<file path="config.mk">
export PLATFORM = sky130hd
export DESIGN_NAME = tvs_mac
export DESIGN_NICKNAME = d
export VERILOG_FILES = /design/src/hdl/tvs_pkg.sv /design/src/hdl/tvs_mac.sv
export SDC_FILE = /design/constraint.sdc
export NUM_CORES = 2
export LEC_CHECK = 0
export ABC_AREA = 1
export BUFFER_PORTS_ARGS = -buffer_cell sky130_fd_sc_hd__buf_2
export CAP_MARGIN = 20
export CORE_MARGIN = 8
export CORE_UTILIZATION = 45
export CTS_CLUSTER_SIZE = 30
export DETAILED_ROUTE_END_ITERATION = 7
export PLACE_DENSITY = 0.66
export SLEW_MARGIN = 10
export SYNTH_ARGS = -nofsm -noshare
export SYNTH_HDL_FRONTEND = slang
export SYNTH_SLANG_ARGS = --single-unit
</file>
<file path="constraint.sdc">
create_clock -name clk_i -period 7.63 [get_ports clk_i]
set_input_delay 2.289 -clock clk_i [delete_from_list [all_inputs] [get_ports clk_i]]
set_output_delay 2.289 -clock clk_i [all_outputs]
set_load 0.01 [all_outputs]
</file>
<file path="src/hdl/tvs_pkg.sv">
package tvs_pkg;

  localparam int unsigned DEF_MAX_DIM     = 32;
  localparam int unsigned DEF_STORE_WORDS = 32768;
  localparam int unsigned DEF_FRAC_BITS   = 8;

  localparam int unsigned ADDR_IN_W   = 15;
  localparam int unsigned VOXEL_W     = 16;
  localparam int unsigned COORD_W     = 16;
  localparam int unsigned SIZE_W      = 6;
  localparam int unsigned CFG_IDX_W   = 2;
  localparam int unsigned NUM_CORNERS = 8;
  localparam int unsigned CORNER_W    = 3;

  localparam logic [SIZE_W-1:0] SIZE_RESET = 6'd32;

  localparam logic [CFG_IDX_W-1:0] CFG_SIZE_X = 2'd0;
  localparam logic [CFG_IDX_W-1:0] CFG_SIZE_Y = 2'd1;
  localparam logic [CFG_IDX_W-1:0] CFG_SIZE_Z = 2'd2;
  localparam logic [CFG_IDX_W-1:0] CFG_LAYOUT = 2'd3;

  localparam logic OP_WRITE  = 1'b0;
  localparam logic OP_SAMPLE = 1'b1;

  localparam logic LAYOUT_Z_SLOW = 1'b0;
  localparam logic LAYOUT_X_SLOW = 1'b1;

  typedef struct packed {
    logic                clear;
    logic                issue;
    logic                oob;
    logic [CORNER_W-1:0] corner;
  } mac_ctrl_t;

endpackage

</file>
<file path="src/hdl/tvs_mac.sv">
module tvs_mac #(
  parameter int unsigned FRAC_BITS = tvs_pkg::DEF_FRAC_BITS
) (
  input  logic                           clk_i,
  input  logic                           rst_ni,
  input  tvs_pkg::mac_ctrl_t             ctrl_i,
  input  logic [FRAC_BITS-1:0]           frac_x_i,
  input  logic [FRAC_BITS-1:0]           frac_y_i,
  input  logic [FRAC_BITS-1:0]           frac_z_i,
  input  logic [tvs_pkg::VOXEL_W-1:0]    rdata_i,
  output logic [tvs_pkg::VOXEL_W-1:0]    result_o,
  output logic                           idle_o
);
  import tvs_pkg::*;

  localparam int unsigned W_W    = FRAC_BITS + 1;
  localparam int unsigned WXY_W  = 2 * W_W;
  localparam int unsigned WXYZ_W = 3 * FRAC_BITS + 1;
  localparam int unsigned PROD_W = VOXEL_W + WXYZ_W + 1;
  localparam int unsigned ACC_W  = PROD_W + 3;
  localparam logic [W_W-1:0]   ONE  = W_W'(1) << FRAC_BITS;
  localparam logic [ACC_W-1:0] HALF = ACC_W'(1) << (3 * FRAC_BITS - 1);

  logic [W_W-1:0]    wx, wy, wz;
  logic [WXY_W-1:0]  wxy_d, wxy_q;
  logic [WXYZ_W-1:0] wxyz_d, wxyz_q;
  logic              cz_q, oob_q;
  logic signed [VOXEL_W-1:0] voxel_q;
  logic signed [PROD_W-1:0]  vox_ext, wgt_ext, prod_d, prod_q;
  logic signed [ACC_W-1:0]   acc_d, acc_q, biased;
  logic              v1_q, v2_q, v3_q;

  assign wx = ctrl_i.corner[0] ? W_W'(frac_x_i) : ONE - W_W'(frac_x_i);
  assign wy = ctrl_i.corner[1] ? W_W'(frac_y_i) : ONE - W_W'(frac_y_i);
  assign wz = cz_q ? W_W'(frac_z_i) : ONE - W_W'(frac_z_i);

  assign wxy_d  = WXY_W'(wx) * WXY_W'(wy);
  assign wxyz_d = WXYZ_W'(wxy_q) * WXYZ_W'(wz);

  assign vox_ext = PROD_W'(voxel_q);
  assign wgt_ext = $signed(PROD_W'(wxyz_q));
  assign prod_d  = vox_ext * wgt_ext;

  always_comb begin
    acc_d = acc_q;
    if (ctrl_i.clear) begin
      acc_d = '0;
    end else if (v3_q) begin
      acc_d = acc_q + ACC_W'(prod_q);
    end
  end

  // pipeline: weight xy, weight xyz with voxel, product, accumulate
  always_ff @(posedge clk_i) begin
    wxy_q   <= wxy_d;
    cz_q    <= ctrl_i.corner[2];
    oob_q   <= ctrl_i.oob;
    wxyz_q  <= wxyz_d;
    voxel_q <= oob_q ? '0 : $signed(rdata_i);
    prod_q  <= prod_d;
    acc_q   <= acc_d;
  end

  always_ff @(posedge clk_i or negedge rst_ni) begin
    if (!rst_ni) begin
      v1_q <= 1'b0;
      v2_q <= 1'b0;
      v3_q <= 1'b0;
    end else begin
      v1_q <= ctrl_i.issue;
      v2_q <= v1_q;
      v3_q <= v2_q;
    end
  end

  // round half up back to the voxel format
  assign biased   = acc_q + $signed(HALF);
  assign result_o = biased[3*FRAC_BITS +: VOXEL_W];
  assign idle_o   = !(v1_q || v2_q || v3_q);

endmodule

</file>
# --- Word level (Yosys, flattened, before mapping) ---
# Index checks and enable logic that the tools add are counted.
# W data, S select, Z words.
op_classes:
  bitwise: 0
  n_addsub: 5
  n_eq_ne: 0
  n_shift: 0
  div_mod_pow: 0
  n_lt_le_gt_ge: 0
  n_reduce_logical: 3
  n_mux: 3
  multipliers: 3
ops:
  columns: ["op", "n"]
  rows:
  - ["$add A45 B42 Y45", 1]
  - ["$mul A16 B26 Y42", 1]
  - ["$add A40 B25 Y40 const B", 1]
  - ["$mux W9", 3]
  - ["$sub A9 B8 Y9 const A", 3]
  - ["$mul A18 B9 Y25", 1]
  - ["$mul A9 B9 Y18", 1]
  - ["$logic_or A1 B1 Y1", 2]
  - ["$logic_not A1 Y1", 1]
word_totals:
  latch_bits: 0
  reg_bits: 151
  mem_bits_ro: 0
  memories: 0
  wordCells: 24
  ramBits: 0
  out_inout_bits: 17

# --- Longest topological paths before layout ---
depth:
  depth_word: 3
  ltp_mapped: 31

# --- Least setup slack after synthesis ---
# No wires, ideal clock.
synth_timing:
  path_kind: "in2reg"
  start: "input frac_z_i[0]"
  end: "register wxyz_q[16]"
  path_buffers: 2
  setup_ns: 0.127
  arrival_ns: 6.785
  required_ns: 7.503
  setup_slack_ns: 0.718
  stages: 24
  path_cell_list: "buf_2 inv_1 ha_1 o21ai_0 inv_1 clkbuf_1 nand2_1 fa_1 inv_1 fa_1 inv_1 fa_1 fa_1 inv_1 ha_1 a21oi_1 nand2_1 nand2_1 nand2_1 nand2_1 nand2_1 a21oi_1 o21ai_0 xor2_1"
synth_via:
  elab_chain_cells: 3
synth_lines:
  columns: ["item", "line_no", "text"]
  rows:
  - ["start: declaration", "tvs_mac.sv:9", "input logic [FRAC_BITS-1:0] frac_z_i,"]
  - ["$sub A9 B8 Y9", "tvs_mac.sv:35", "assign wz = cz_q ? W_W'(frac_z_i) : ONE - W_W'(frac_z_i);"]
  - ["$mux W9 (*)", "tvs_mac.sv:35", null]
  - ["$mul A18 B9 Y25 (*)", "tvs_mac.sv:38", "assign wxyz_d = WXYZ_W'(wxy_q) * WXYZ_W'(wz);"]
  - ["named net wxyz_d[16]", "tvs_mac.sv:26", "logic [WXYZ_W-1:0] wxyz_d, wxyz_q;"]
  - ["end signal: assignment", "tvs_mac.sv:58", "wxyz_q <= wxyz_d;"]
  - ["end: declaration", "tvs_mac.sv:26", null]
# Mark *: on every way through the listed nets, which the timed path passes. The rest lies on a longest branch.
# A chain may end at the register's enable or synchronous reset.

# --- Worst setup path in the final report ---
layout_timing:
  start: "input frac_x_i[0]"
  end: "register wxy_q[15]"
layout_via:
  elab_chain_cells: 3
layout_lines:
  columns: ["item", "line_no", "text"]
  rows:
  - ["start: declaration", "tvs_mac.sv:7", "input logic [FRAC_BITS-1:0] frac_x_i,"]
  - ["$sub A9 B8 Y9", "tvs_mac.sv:33", "assign wx = ctrl_i.corner[0] ? W_W'(frac_x_i) : ONE - W_W'(frac_x_i);"]
  - ["$mux W9 (*)", "tvs_mac.sv:33", null]
  - ["$mul A9 B9 Y18 (*)", "tvs_mac.sv:37", "assign wxy_d = WXY_W'(wx) * WXY_W'(wy);"]
  - ["named net wxy_d[15]", "tvs_mac.sv:25", "logic [WXY_W-1:0] wxy_d, wxy_q;"]
  - ["end signal: assignment", "tvs_mac.sv:55", "wxy_q <= wxy_d;"]
  - ["end: declaration", "tvs_mac.sv:25", null]
# Marked as above.

==> impl_metrics.json <==
{
  "cts_num_sinks": 144,
  "overflow": 0,
  "syn_inst": 3890,
  "num_vias": 23300,
  "end_kind": "flop",
  "row_count": 92,
  "initial_utilization_pct": 45.5,
  "status": "complete, no violations",
  "fin_setup_tns_ps": 0,
  "synth-edff-count": 0,
  "fp.dieArea_sq_mm": 0.0720,
  "rsz0062_at_grt": "false",
  "syn_avg_cell_area_sq_um": 7.37,
  "cts.htree.levels": 4,
  "numCtsBuffers": 17,
  "drt-met1-wl_microns": 30700,
  "hold_buffers": 0,
  "async_reset_ff_share_pct": 2.08,
  "finalCritPeriodShare_pct": 90.3,
  "cts_resized": 0,
  "wl_met3_microns": 4630,
  "arrival_ps": 7250,
  "clockRootBuffer": "clkbuf_16",
  "fin_skew_ps": 23.4,
  "io_pins": 65,
  "period_minus_slack_ps": 6890,
  "fp.dieH_microns": 268,
  "avgRoutedWirePerCell_microns": 15.4,
  "yosysWarnings": 0,
  "syn-num-nets": 4671,
  "worstHoldEndpoint": "v2_q",
  "fmax_mhz": 145,
  "r2r_cells": 20,
  "criticalPathCategory": "primary input to flop",
  "fillers": 6332,
  "synth-seq-cells": 144,
  "critPathLaunchType": "primary input",
  "rr_endpoint": "prod_q[35]",
  "required_ps": 7990,
  "drv_cap": 0,
  "antenna_left": 0,
  "cp_max_fo": 9,
  "syn_area_sq_mm": 0.0287,
  "postCtsSetupRepairBufs": 0,
  "reg2reg_slack_ps": 1330,
  "grt_max_degree": 54,
  "portBuffers": 64,
  "viasPerCell": 4.90,
  "fp.dieW_microns": 268,
  "slew_headroom_pct": 26.4,
  "hp-class": "flop to flop",
  "setup_viol": 0,
  "area_growth_pct": 6.65,
  "dp_hpwl_microns": 60100,
  "drive_gt1_share_pct": 5.84,
  "drtIter0Drc": 1487,
  "holdPathStages": 0,
  "clk_pin_slew_ps": 60,
  "yosysUniqueCellTypes": 54,
  "yosysSeqAreaShare_pct": 10.1,
  "wl_microns": 73400,
  "cts_buffer_depth": 2,
  "synth_ff_type": "dfxtp_1",
  "hold_viol": 0,
  "grt_pass1_vias": 24300,
  "cts_tree": "done",
  "insertion_delay_ps": 490,
  "antenna_found_initial": 4,
  "worstMarginPinSlew_ps": 1100,
  "drt_first_pass_iters": 5,
  "nNetsFinal": 4688,
  "slew_viol_final": 0,
  "highest_layer": "met5",
  "coreArea_sq_mm": 0.0630,
  "r2r-start": "voxel_q[15]",
  "hp-start": "v1_q",
  "drc_errors": 0,
  "wl_met2_microns": 35700,
  "grt_pass1_wl_microns": 123000,
  "gr-usage-all-layers_pct": 21.4,
  "gp_congestion": 0.962
}
cell usage after synthesis, types with 6 or more instances:
master / instances / area, sq um
xnor2_1: 27 / 236
nand2_2: 21 / 131
nand4_1: 21 / 131
nand3_2: 6 / 60.1
a21o_1: 20 / 150
nand3_1: 78 / 390
fa_1: 483 / 9670
inv_2: 7 / 26.3
a21oi_1: 131 / 656
nor2_2: 12 / 75.1
nor2_1: 335 / 1260
dfxtp_1: 141 / 2820
nor3_2: 6 / 60.1
o21ai_0: 78 / 390
clkbuf_1: 97 / 364
nor3_1: 13 / 65.1
xor2_1: 84 / 736
a31oi_1: 11 / 68.8
or2_2: 14 / 87.6
buf_2: 8 / 40.0
nand2_1: 915 / 3430
inv_1: 1046 / 3930
o21ai_1: 12 / 60.1
o21bai_1: 13 / 97.6
ha_1: 250 / 3130
area by class of cell:
type,count,area [sq um],share of cell area [%]
multi-input combinational,2578,21400,69.9
inverter,1057,3970,13.0
sequential,144,2900,9.49
tap,846,1060,3.46
timing repair buffer,109,666,2.18
clock buffer,18,429,1.40
clock inverter,13,178,0.581
antenna,1,2.50,0.00819
worst max-delay path by stage:
| stage | endpoint | slack, ps | from | depth (start not counted) |
|---|---|---|---|---|
| 4_1_cts | wxy_q[15] | 760 | frac_x_i[0] | 22 |
| 3_5_place_dp | wxy_q[15] | 250 | frac_x_i[0] | 22 |
| 2_1_floorplan | wxyz_q[16] | 720 | frac_z_i[0] | 24 |
| 3_3_place_gp | wxy_q[17] | 330 | frac_x_i[0] | 22 |
| 6_report | wxy_q[15] | 740 | frac_x_i[0] | 22 |
| 5_1_grt | wxy_q[15] | 290 | frac_x_i[0] | 22 |
registers in the layout, summed over array words and instances (netlist names):
register / flops
acc_q: 40
cz_q: 1
oob_q: 1
prod_q: 40
v1_q: 1
v2_q: 1
v3_q: 1
voxel_q: 16
wxy_q: 18
wxyz_q: 25
cell usage in the layout (no fill, tap or decap), types with 7 or more instances in the layout:
cell type and count:
nand4_1 21, nand3_1 78, nand2_2 21, inv_1 1046, ha_1 250, buf_4 44
xor2_1 84, a21o_1 20, dfxtp_1 141, or2_2 14, nor2_1 335, o21ai_1 12
clkbuf_16 17, nand2_1 915, buf_2 64, fa_1 483, o21ai_0 78, a31oi_1 11
inv_2 7, nor3_1 13, a21oi_1 131, o21bai_1 13, xnor2_1 27, nor2_2 12
critical path: stages:
cell and delay, ps:
buf_2 170, inv_1 140, ha_1 220, inv_1 60, nor2_1 50, inv_1 70
o21ai_0 90, xnor2_1 680, nand2_1 180, fa_1 590, fa_1 450, fa_1 510
inv_1 50, fa_1 430, ha_1 340, nand2_1 110, nor2_1 40, nand2_1 60
o211ai_1 130, a21oi_1 290, o21ai_0 150, xor2_1 150
stage by stage:
step                hold slack (ps)  std cells  setup WS [ps]  util (%)  area, sq um
finish                          377       4766            742      48.5        30600
detailed placement              369       4733            248      47.5        29900
floorplan                       355       3890            718         -        28700
global route                    396       4765            294      48.5        30600
global placement                356       4733            326      47.5        29900
CTS                             382       4764            761      48.5        30500
logic make-up after synthesis:
group	synth area share, %
adder cells (fa/ha/maj)	44.7
AO/OA/AOI/OAI	5.85
flip-flops	10.1
XOR/XNOR	3.45
AND/OR/NAND/NOR	20.6
buffers and inverters	15.3
layer usage:
metal | up-vias | track usage, %
met4 | 2 | 7.51
met1 | 11200 | 26.9
met5 | - | 0
li1 | 11300 | -
met2 | 666 | 37.0
met3 | 145 | 3.55
Power is left out: the tool's default activity adds up to more than one toggle a clock period on the data nets, which glitch-free logic cannot reach.
