$ cat config.mk
export PLATFORM = sky130hd
export DESIGN_NAME = tvs_seq
export DESIGN_NICKNAME = d
export VERILOG_FILES = /design/src/hdl/tvs_pkg.sv /design/src/hdl/tvs_seq.sv
export SDC_FILE = /design/constraint.sdc
export NUM_CORES = 1
export LEC_CHECK = 0
export BUFFER_PORTS_ARGS = -buffer_cell sky130_fd_sc_hd__buf_2
export CAP_MARGIN = 15
export CORE_ASPECT_RATIO = 2
export CORE_MARGIN = 4
export CORE_UTILIZATION = 45
export CTS_CLUSTER_SIZE = 12
export DETAILED_ROUTE_END_ITERATION = 8
export GPL_TIMING_DRIVEN = 0
export PLACE_DENSITY = 0.69
export SLEW_MARGIN = 20
export SYNTH_ARGS = -nofsm -noshare
export SYNTH_HDL_FRONTEND = slang
export SYNTH_SLANG_ARGS = --single-unit
export TNS_END_PERCENT = 5
$ cat constraint.sdc
create_clock -name clk_i -period 15.6 [get_ports clk_i]
set_clock_uncertainty 0.15 [all_clocks]
set_input_delay 2.34 -clock clk_i [delete_from_list [all_inputs] [get_ports clk_i]]
set_output_delay 2.34 -clock clk_i [all_outputs]
set_load 0.1 [all_outputs]
$ cat src/hdl/tvs_pkg.sv
package tvs_pkg;

  localparam int unsigned DEF_MAX_DIM     = 32;
  localparam int unsigned DEF_STORE_WORDS = 32768;
  localparam int unsigned DEF_FRAC_BITS   = 8;

  localparam int unsigned ADDR_IN_W   = 15;
  localparam int unsigned VOXEL_W     = 16;
  localparam int unsigned COORD_W     = 16;
  localparam int unsigned SIZE_W      = 6;
  localparam int unsigned CFG_IDX_W   = 2;
  localparam int unsigned NUM_CORNERS = 8;
  localparam int unsigned CORNER_W    = 3;

  localparam logic [SIZE_W-1:0] SIZE_RESET = 6'd32;

  localparam logic [CFG_IDX_W-1:0] CFG_SIZE_X = 2'd0;
  localparam logic [CFG_IDX_W-1:0] CFG_SIZE_Y = 2'd1;
  localparam logic [CFG_IDX_W-1:0] CFG_SIZE_Z = 2'd2;
  localparam logic [CFG_IDX_W-1:0] CFG_LAYOUT = 2'd3;

  localparam logic OP_WRITE  = 1'b0;
  localparam logic OP_SAMPLE = 1'b1;

  localparam logic LAYOUT_Z_SLOW = 1'b0;
  localparam logic LAYOUT_X_SLOW = 1'b1;

  typedef struct packed {
    logic                clear;
    logic                issue;
    logic                oob;
    logic [CORNER_W-1:0] corner;
  } mac_ctrl_t;

endpackage

$ cat src/hdl/tvs_seq.sv
module tvs_seq #(
  parameter int unsigned MAX_DIM     = tvs_pkg::DEF_MAX_DIM,
  parameter int unsigned STORE_WORDS = tvs_pkg::DEF_STORE_WORDS,
  parameter int unsigned FRAC_BITS   = tvs_pkg::DEF_FRAC_BITS
) (
  input  logic                                clk_i,
  input  logic                                rst_ni,
  input  logic                                start_i,
  input  logic signed [tvs_pkg::COORD_W-1:0]  x_coord_i,
  input  logic signed [tvs_pkg::COORD_W-1:0]  y_coord_i,
  input  logic signed [tvs_pkg::COORD_W-1:0]  z_coord_i,
  input  logic [tvs_pkg::SIZE_W-1:0]          size_x_i,
  input  logic [tvs_pkg::SIZE_W-1:0]          size_y_i,
  input  logic [tvs_pkg::SIZE_W-1:0]          size_z_i,
  input  logic                                layout_i,
  input  logic                                out_free_i,
  input  logic                                mac_idle_i,
  output logic                                busy_o,
  output logic                                load_o,
  output logic                                mem_re_o,
  output logic [$clog2(STORE_WORDS)-1:0]      mem_addr_o,
  output tvs_pkg::mac_ctrl_t                  mac_ctrl_o,
  output logic [FRAC_BITS-1:0]                frac_x_o,
  output logic [FRAC_BITS-1:0]                frac_y_o,
  output logic [FRAC_BITS-1:0]                frac_z_o
);
  import tvs_pkg::*;

  localparam int unsigned AW      = $clog2(STORE_WORDS);
  localparam int unsigned DIM_W   = $clog2(MAX_DIM + 1);
  localparam int unsigned IDX_W   = $clog2(MAX_DIM);
  localparam int unsigned ROW_W   = $clog2(MAX_DIM * MAX_DIM);
  localparam int unsigned PLANE_W = $clog2(MAX_DIM * MAX_DIM + 1);
  localparam int unsigned LIN_W   = $clog2(MAX_DIM * MAX_DIM * MAX_DIM);
  localparam int unsigned SW_W    = $clog2(STORE_WORDS + 1);
  localparam int unsigned CA_W    = (LIN_W > SW_W) ? LIN_W : SW_W;
  localparam int unsigned POS_W   = COORD_W + DIM_W;

  localparam logic [2:0] ST_IDLE  = 3'd0;
  localparam logic [2:0] ST_ROW   = 3'd1;
  localparam logic [2:0] ST_BASE  = 3'd2;
  localparam logic [2:0] ST_READ  = 3'd3;
  localparam logic [2:0] ST_DRAIN = 3'd4;

  typedef struct packed {
    logic                 in_vol;
    logic [IDX_W-1:0]     lo;
    logic                 step;
    logic [FRAC_BITS-1:0] frac;
  } axis_t;

  function automatic logic [DIM_W-1:0] eff_size(input logic [SIZE_W-1:0] s);
    logic [SIZE_W:0] ext;
    ext = (SIZE_W + 1)'(s);
    if (ext > (SIZE_W + 1)'(MAX_DIM)) begin
      return DIM_W'(MAX_DIM);
    end
    return DIM_W'(s);
  endfunction

  function automatic axis_t split(input logic signed [COORD_W-1:0] c,
                                  input logic [DIM_W-1:0] sz);
    axis_t            a;
    logic [POS_W-1:0] pos;
    logic [POS_W-1:0] lim;
    logic [DIM_W:0]   nxt;
    pos      = POS_W'($unsigned(c));
    lim      = POS_W'(sz - 1'b1) << FRAC_BITS;
    a.in_vol = (sz != '0) && !c[COORD_W-1] && (pos <= lim);
    a.lo     = IDX_W'(pos >> FRAC_BITS);
    nxt      = (DIM_W + 1)'(a.lo) + 1'b1;
    a.step   = nxt < (DIM_W + 1)'(sz);
    a.frac   = c[FRAC_BITS-1:0];
    return a;
  endfunction

  logic [2:0]          state_q, state_d;
  logic [CORNER_W-1:0] cnt_q, cnt_d;
  logic [DIM_W-1:0]    sx, sy, sz;
  axis_t               ax_d, ay_d, az_d, ax_q, ay_q, az_q;
  logic                z_slow;
  logic [ROW_W-1:0]    row_d, row_q;
  logic [PLANE_W-1:0]  plane_d, plane_q;
  logic [LIN_W-1:0]    base_d, base_q;
  logic [LIN_W-1:0]    stride_x, stride_y, stride_z, addr;
  logic [LIN_W-1:0]    off_x, off_y, off_z;
  logic [IDX_W-1:0]    slow_lo, fast_lo;
  logic [DIM_W-1:0]    fast_sz, plane_sz;
  logic                oob;

  assign sx = eff_size(size_x_i);
  assign sy = eff_size(size_y_i);
  assign sz = eff_size(size_z_i);

  assign ax_d = split(x_coord_i, sx);
  assign ay_d = split(y_coord_i, sy);
  assign az_d = split(z_coord_i, sz);

  assign z_slow   = (layout_i == LAYOUT_Z_SLOW);
  assign slow_lo  = z_slow ? az_q.lo : ax_q.lo;
  assign fast_lo  = z_slow ? ax_q.lo : az_q.lo;
  assign fast_sz  = z_slow ? sx : sz;
  assign plane_sz = z_slow ? sx : sz;

  assign row_d   = ROW_W'(slow_lo) * ROW_W'(sy) + ROW_W'(ay_q.lo);
  assign plane_d = PLANE_W'(plane_sz) * PLANE_W'(sy);
  assign base_d  = LIN_W'(row_q) * LIN_W'(fast_sz) + LIN_W'(fast_lo);

  assign stride_x = z_slow ? LIN_W'(1) : LIN_W'(plane_q);
  assign stride_y = LIN_W'(fast_sz);
  assign stride_z = z_slow ? LIN_W'(plane_q) : LIN_W'(1);

  assign off_x = (cnt_q[0] && ax_q.step) ? stride_x : '0;
  assign off_y = (cnt_q[1] && ay_q.step) ? stride_y : '0;
  assign off_z = (cnt_q[2] && az_q.step) ? stride_z : '0;
  assign addr  = base_q + off_x + off_y + off_z;
  assign oob   = CA_W'(addr) >= CA_W'(STORE_WORDS);

  always_comb begin
    state_d = state_q;
    cnt_d   = cnt_q;
    case (state_q)
      ST_IDLE: begin
        if (start_i) begin
          state_d = (ax_d.in_vol && ay_d.in_vol && az_d.in_vol) ? ST_ROW : ST_DRAIN;
        end
      end
      ST_ROW: begin
        state_d = ST_BASE;
      end
      ST_BASE: begin
        state_d = ST_READ;
        cnt_d   = '0;
      end
      ST_READ: begin
        cnt_d = cnt_q + 1'b1;
        if (cnt_q == CORNER_W'(NUM_CORNERS - 1)) begin
          state_d = ST_DRAIN;
        end
      end
      ST_DRAIN: begin
        if (mac_idle_i && out_free_i) begin
          state_d = ST_IDLE;
        end
      end
      default: begin
        state_d = ST_IDLE;
      end
    endcase
  end

  always_ff @(posedge clk_i or negedge rst_ni) begin
    if (!rst_ni) begin
      state_q <= ST_IDLE;
      cnt_q   <= '0;
    end else begin
      state_q <= state_d;
      cnt_q   <= cnt_d;
    end
  end

  always_ff @(posedge clk_i) begin
    if (state_q == ST_IDLE && start_i) begin
      ax_q <= ax_d;
      ay_q <= ay_d;
      az_q <= az_d;
    end
    if (state_q == ST_ROW) begin
      row_q   <= row_d;
      plane_q <= plane_d;
    end
    if (state_q == ST_BASE) begin
      base_q <= base_d;
    end
  end

  assign busy_o     = (state_q != ST_IDLE);
  assign load_o     = (state_q == ST_DRAIN) && mac_idle_i && out_free_i;
  assign mem_re_o   = (state_q == ST_READ) && !oob;
  assign mem_addr_o = AW'(addr);

  assign mac_ctrl_o.clear  = start_i;
  assign mac_ctrl_o.issue  = (state_q == ST_READ);
  assign mac_ctrl_o.oob    = oob;
  assign mac_ctrl_o.corner = cnt_q;

  assign frac_x_o = ax_q.frac;
  assign frac_y_o = ay_q.frac;
  assign frac_z_o = az_q.frac;

endmodule

-- After elaboration in Yosys (flattened, before gate mapping)
Index checks and enable logic that the tools add are counted.
- equality and inequality tests: 8
- multipliers: 3
- add/sub/neg operators: 12
- multiplexer cells: 23
- magnitude comparators: 9
- reductions and logical operators: 25
- operators with widths (kind ; number):
    less-or-equal comparator 16 x 22 -> 1 bit ; 3
    2-to-1 mux 6 bit ; 8
    2-to-1 mux 11 bit ; 4
    adder 15 x 11 -> 15 bit ; 2
    subtractor 6 x 1 -> 7 bit (second input constant) ; 3
    adder 5 x 1 -> 6 bit (second input constant) ; 3
    > comparator 6 bit (second input constant) ; 3
    < comparator 6 bit ; 3
    nonzero test 6 bit ; 3
    adder 15 x 5 -> 15 bit ; 1
    adder 15 x 6 -> 15 bit ; 1
    logical AND 1 bit ; 15
    multiplier 10 x 6 -> 15 bit ; 1
    case mux 3 bit (5 select lines) ; 1
    2-to-1 mux 3 bit ; 4
    multiplier 6 x 6 -> 11 bit ; 1
    adder 10 x 5 -> 10 bit ; 1
    multiplier 5 x 6 -> 10 bit ; 1
    2-to-1 mux 5 bit ; 2
    == test 3 x 2 -> 1 bit (second input constant) ; 2
    == test 3 bit (second input constant) ; 2
    case mux 3 bit (2 select lines) ; 1
    inequality test 2 bit (second input constant) ; 2
    adder 3 x 1 -> 3 bit (second input constant) ; 1
    other kinds (8) ; 12
- output and inout port bits: 48
- register bits: 84
- bits of input ports: 72
- logic and storage cells: 94

-- Logic depth before layout (Yosys ltp)
- depth in word-level cells: 11
- gate-level depth with buffers: 18

-- Worst setup path after synthesis
OpenSTA, ideal clock, no wires.
- kind: input port to output port
- start point: input layout_i
- end point: output mem_addr_o[13]
- setup slack: 5.913 ns
- required time: 13.110 ns
- arrival: 7.197 ns
- path buffers: 2
- stages: 14
- cells stage by stage: buf_1 -> buf_2 -> o21a_1 -> nor2_1 -> fa_1 -> fa_1 -> inv_1 -> fa_1 -> nor2b_1 -> o31ai_1 -> a21o_1 -> o311ai_0 -> a21oi_1 -> xnor2_1
- word-level cells in the longest chain between the ends: 5
- RTL lines (item ; RTL line ; RTL):
    from (decl) ; tvs_seq.sv:15 ; input logic layout_i,
    2-to-1 mux 11 bit ; tvs_seq.sv:109 ; assign stride_x = z_slow ? LIN_W'(1) : LIN_W'(plane_q);
    2-to-1 mux 11 bit ; tvs_seq.sv:113 ; assign off_x = (cnt_q[0] && ax_q.step) ? stride_x : '0;
    adder 15 x 11 -> 15 bit ; tvs_seq.sv:116 ; assign addr = base_q + off_x + off_y + off_z;
    adder 15 x 6 -> 15 bit ; tvs_seq.sv:116 ;
    adder 15 x 11 -> 15 bit (*) ; tvs_seq.sv:116 ;
    to (decl) ; tvs_seq.sv:21 ; output logic [$clog2(STORE_WORDS)-1:0] mem_addr_o,
Every way passes the cells marked *; elsewhere a longest branch is shown, timed or not.

-- Final worst setup path
Same ends and word-level chain as after synthesis.

==> flow_summary.toml <==
[synthesis]
seq_area_frac_synth_pct = 26.05
synth_xor_area_share_pct = 5.584
synth_edf_count = 78
ys_types = 56
synth_mux_area_share_pct = 1.543
synthArstFlopShare_pct = 7.143
yosysWarnings = 0
synth-compound-area-share_pct = 7.611
synth_seq_cells = 84
syn-cell-area_mm2 = 0.009568
netlist_instances = 964
syn-mean-instance-area_um2 = 9.925
synth_fp_nets = 1263
synth.top_cells.by_area = "edfxtp_1, ha_1, fa_1, inv_1, xnor2_1"
synth_top_family_by_area = "adder cells"
yosys.area_share.simple_pct = 15.67
synthAdderAreaFrac_pct = 36.20
synth_ff_type = "edfxtp_1"
synth_top_area_cell = "edfxtp_1"
synth_top_area_share_pct = 24.48

[sta]
setup_tns_ps = 0
setup-violations-final = 0
worst_pin_slew_ps = 775.1
maxSlewViolCount = 0
relSlewSlack_pct = 48.27
fin_crit_sh_pct = 60.73
rsz0062_at_grt = "false"
hold_violations = 0
period_needed_ps = 9474
max_freq_mhz = 105.6

[grt]
grt_usage_pct = 19.30
grt_pass1_wl_um = 37220
grt_max_degree = 35
grt_pass1_vias = 8079
antenna_found_initial = 0
gr-total-overflow = 0

[clock_network]
path_clk_slew_ps = 70
clk_latency_ps = 350
cts_resized = 0
h-tree-depth = 3
cts_setup_buffers = 0
cts_root_buf = "clkbuf_16"
clock-sinks = 84
cts_buffers = 9
clockBufferDepth = 2
ctsHoldBuffers = 0
cts_tree = "done"

[setup_path]
critPathTopFamily = "buffers and inverters"
required_ps = 13110
worst-path-max-fanout = 10
worstPathCellList = "buf_2 -> buf_1 -> buf_2 -> o21a_1 -> nor2_1 -> fa_1 -> fa_1 -> inv_1 -> fa_1 -> nor2b_1 -> o31ai_1 -> a21o_1 -> o311ai_0 -> a21oi_1 -> xnor2_1 -> buf_2"
start_kind = "primary input"
critPathBufInv = 5
crit_type = "in2out"
arrival_ps = 6980
slowest_stage = "fa_1"
crit_path_end_kind = "primary output"
slowest_delay_ps = 580

[die]
die_x_um = 111.1
coreArea_mm2 = 0.02093
initial_core_util_pct = 45.72
die_area_mm2 = 0.02380
num_rows = 75
die_y_um = 214.2
io_pins = 120

[finish]
nets = 1394
drive_gt1_share_pct = 16.36
area_growth_pct = 13.46
antennaDiodeCount = 0
fin_area_mm2 = 0.01086
seq_area_mm2 = 0.002492
multi_input_area_mm2 = 0.006384
fillCellCount = 1919

[outcome]
status = "complete, no violations"

[pwr]
powerDensity_mw_per_mm2 = 79.66
combPwrFrac_pct = 41.1
p_sw_mw = 0.3271
swShare_pct = 37.83
p_leak_nw = 5.239
irDropWorstVdd_mv = 0.06596
intPower_mw = 0.5377
finalPower_mw = 0.8648
sequentialPowerShare_pct = 32.7
p_clk_share_pct = 26.2

[worst_hold_path]
hold_path.class = "reg2reg"

[detailed_routing]
antenna_left = 0
wire_per_inst_um = 16.09
viasPerCell = 5.309
dr.pass1.iters = 5
drt_wl_total_um = 22030
drc = 0
vias = 7268
initialDrtViolationCount = 238

[placement]
io_buffers = 117
gp_congestion = 0.8680
dpl_cell_area_mm2 = 0.01053
dp_hpwl_um = 19200

[run]
maxCapViolCount = 0
==> kinds of logic after synthesis <==
family | Yosys count
compound gates | 111
xor+xnor | 61
fa+ha+maj | 227
buf+inv | 159
flops | 84
mux | 14
other cells | 1
simple gates | 307
==> cell usage after synthesis (all sizes together), types with 2 or more instances <==
library cell,instances
a211oi,7
a21o,14
a21oi,30
and2,66
and3,3
buf,31
clkbuf,11
clkinv,2
dfrtp,6
edfxtp,78
fa,83
ha,144
inv,115
mux2,6
mux2i,8
nand2,74
nand2b,11
nand3,24
nand4,7
nor2,84
nor2b,11
nor3,10
nor4,9
o211ai,3
o21a,14
o21ai,22
o21bai,4
o221ai,3
o41ai,2
or2,3
xnor2,47
xor2,14
==> cells in the final DEF, fill, tap and decap left out, drive strengths merged, types with 2 or more instances in the layout <==
master    n
nand3    24
inv     117
nor2b    11
xnor2    47
nand4     7
and3      3
mux2i     8
edfxtp   78
o21bai    4
a21o     14
dfrtp     6
fa       83
clkinv    3
nor2     84
a211oi    7
ha      144
buf     151
or2       3
mux2      6
clkbuf   23
o211ai    3
nand2    74
and2     66
nor4      9
o21a     14
a21oi    30
o21ai    22
xor2     14
o221ai    3
o41ai     2
nor3     10
nand2b   11
==> path summary, 6_finish.rpt <==
check	startpoint	end	slack, ps	cells after the start
min reg2reg	cnt_q[1]$_DFFE_PN0P_	cnt_q[1]$_DFFE_PN0P_	400	2
max	layout_i	mem_addr_o[13]	6130	16
max in group asynchronous	rst_ni	cnt_q[2]$_DFFE_PN0P_	13500	1
min	cnt_q[1]$_DFFE_PN0P_	cnt_q[1]$_DFFE_PN0P_	400	2
min in group asynchronous	rst_ni	cnt_q[0]$_DFFE_PN0P_	1650	1
max reg2reg	row_q[3]$_DFFE_PP_	base_q[13]$_DFFE_PP_	10880	12
==> per-stage QoR <==
| step | instances | hold WS [ps] | utilization [%] | worst slack, ps |
|---|---|---|---|---|
| 2_1_floorplan | 964 | 353.5 | - | 5913 |
| 3_3_place_gp | 1350 | 393.1 | 50.13 | 6103 |
| 3_5_place_dp | 1353 | 391.6 | 50.33 | 6083 |
| 4_1_cts | 1369 | 406.0 | 51.87 | 6082 |
| 5_1_grt | 1369 | 448.0 | 51.87 | 5717 |
| 6_report | 1369 | 399.5 | 51.87 | 6126 |
==> per-layer routing <==
| layer | track usage [%] | part of all wire, % |
|---|---|---|
| met2 | 38.36 | 58 |
| met4 | 13.60 | 6.9 |
| met1 | 17.26 | 32 |
| met5 | 0 | 0 |
| met3 | 2.513 | 3.4 |
==> state kept, by name, indices dropped and copies added (netlist names), 6 cells and up <==
register  cells
ax_q          6
ay_q          6
az_q          6
base_q       15
frac_x_o      8
frac_y_o      8
frac_z_o      8
plane_q      11
row_q        10
==> power groups by stage <==
| stage | Sequential [mW] | Combinational [mW] | Clock, mW |
|---|---|---|---|
| final | 0.283 | 0.355 | 0.226 |
| after global routing | 0.285 | 0.398 | 0.236 |
| after CTS | 0.283 | 0.360 | 0.228 |
| after detailed placement | 0.288 | 0.358 | 0 |
| after global placement | 0.288 | 0.346 | 0 |
| after floorplan | 0.286 | 0.271 | 0 |
==> area by class of cell <==
cell class	count	area share, %
tap	269	3.101
inverter	117	4.046
multi-input combinational	721	58.81
timing repair buffer	120	5.717
clock buffer	12	2.663
clock inverter	4	0.3112
sequential	84	22.96
buffer	42	2.397
==> worst reg2reg max path, stage by stage (launching register included) <==
cell and delay (ps):
edfxtp_1 480, and2_1 210, fa_1 520, fa_1 530
fa_1 500, ha_1 320, ha_1 380, and3_4 210
a221o_1 380, and2_4 170, a311oi_2 320, o2bb2ai_1 170
xnor2_1 120
Power figures use the tool's default switching activity.
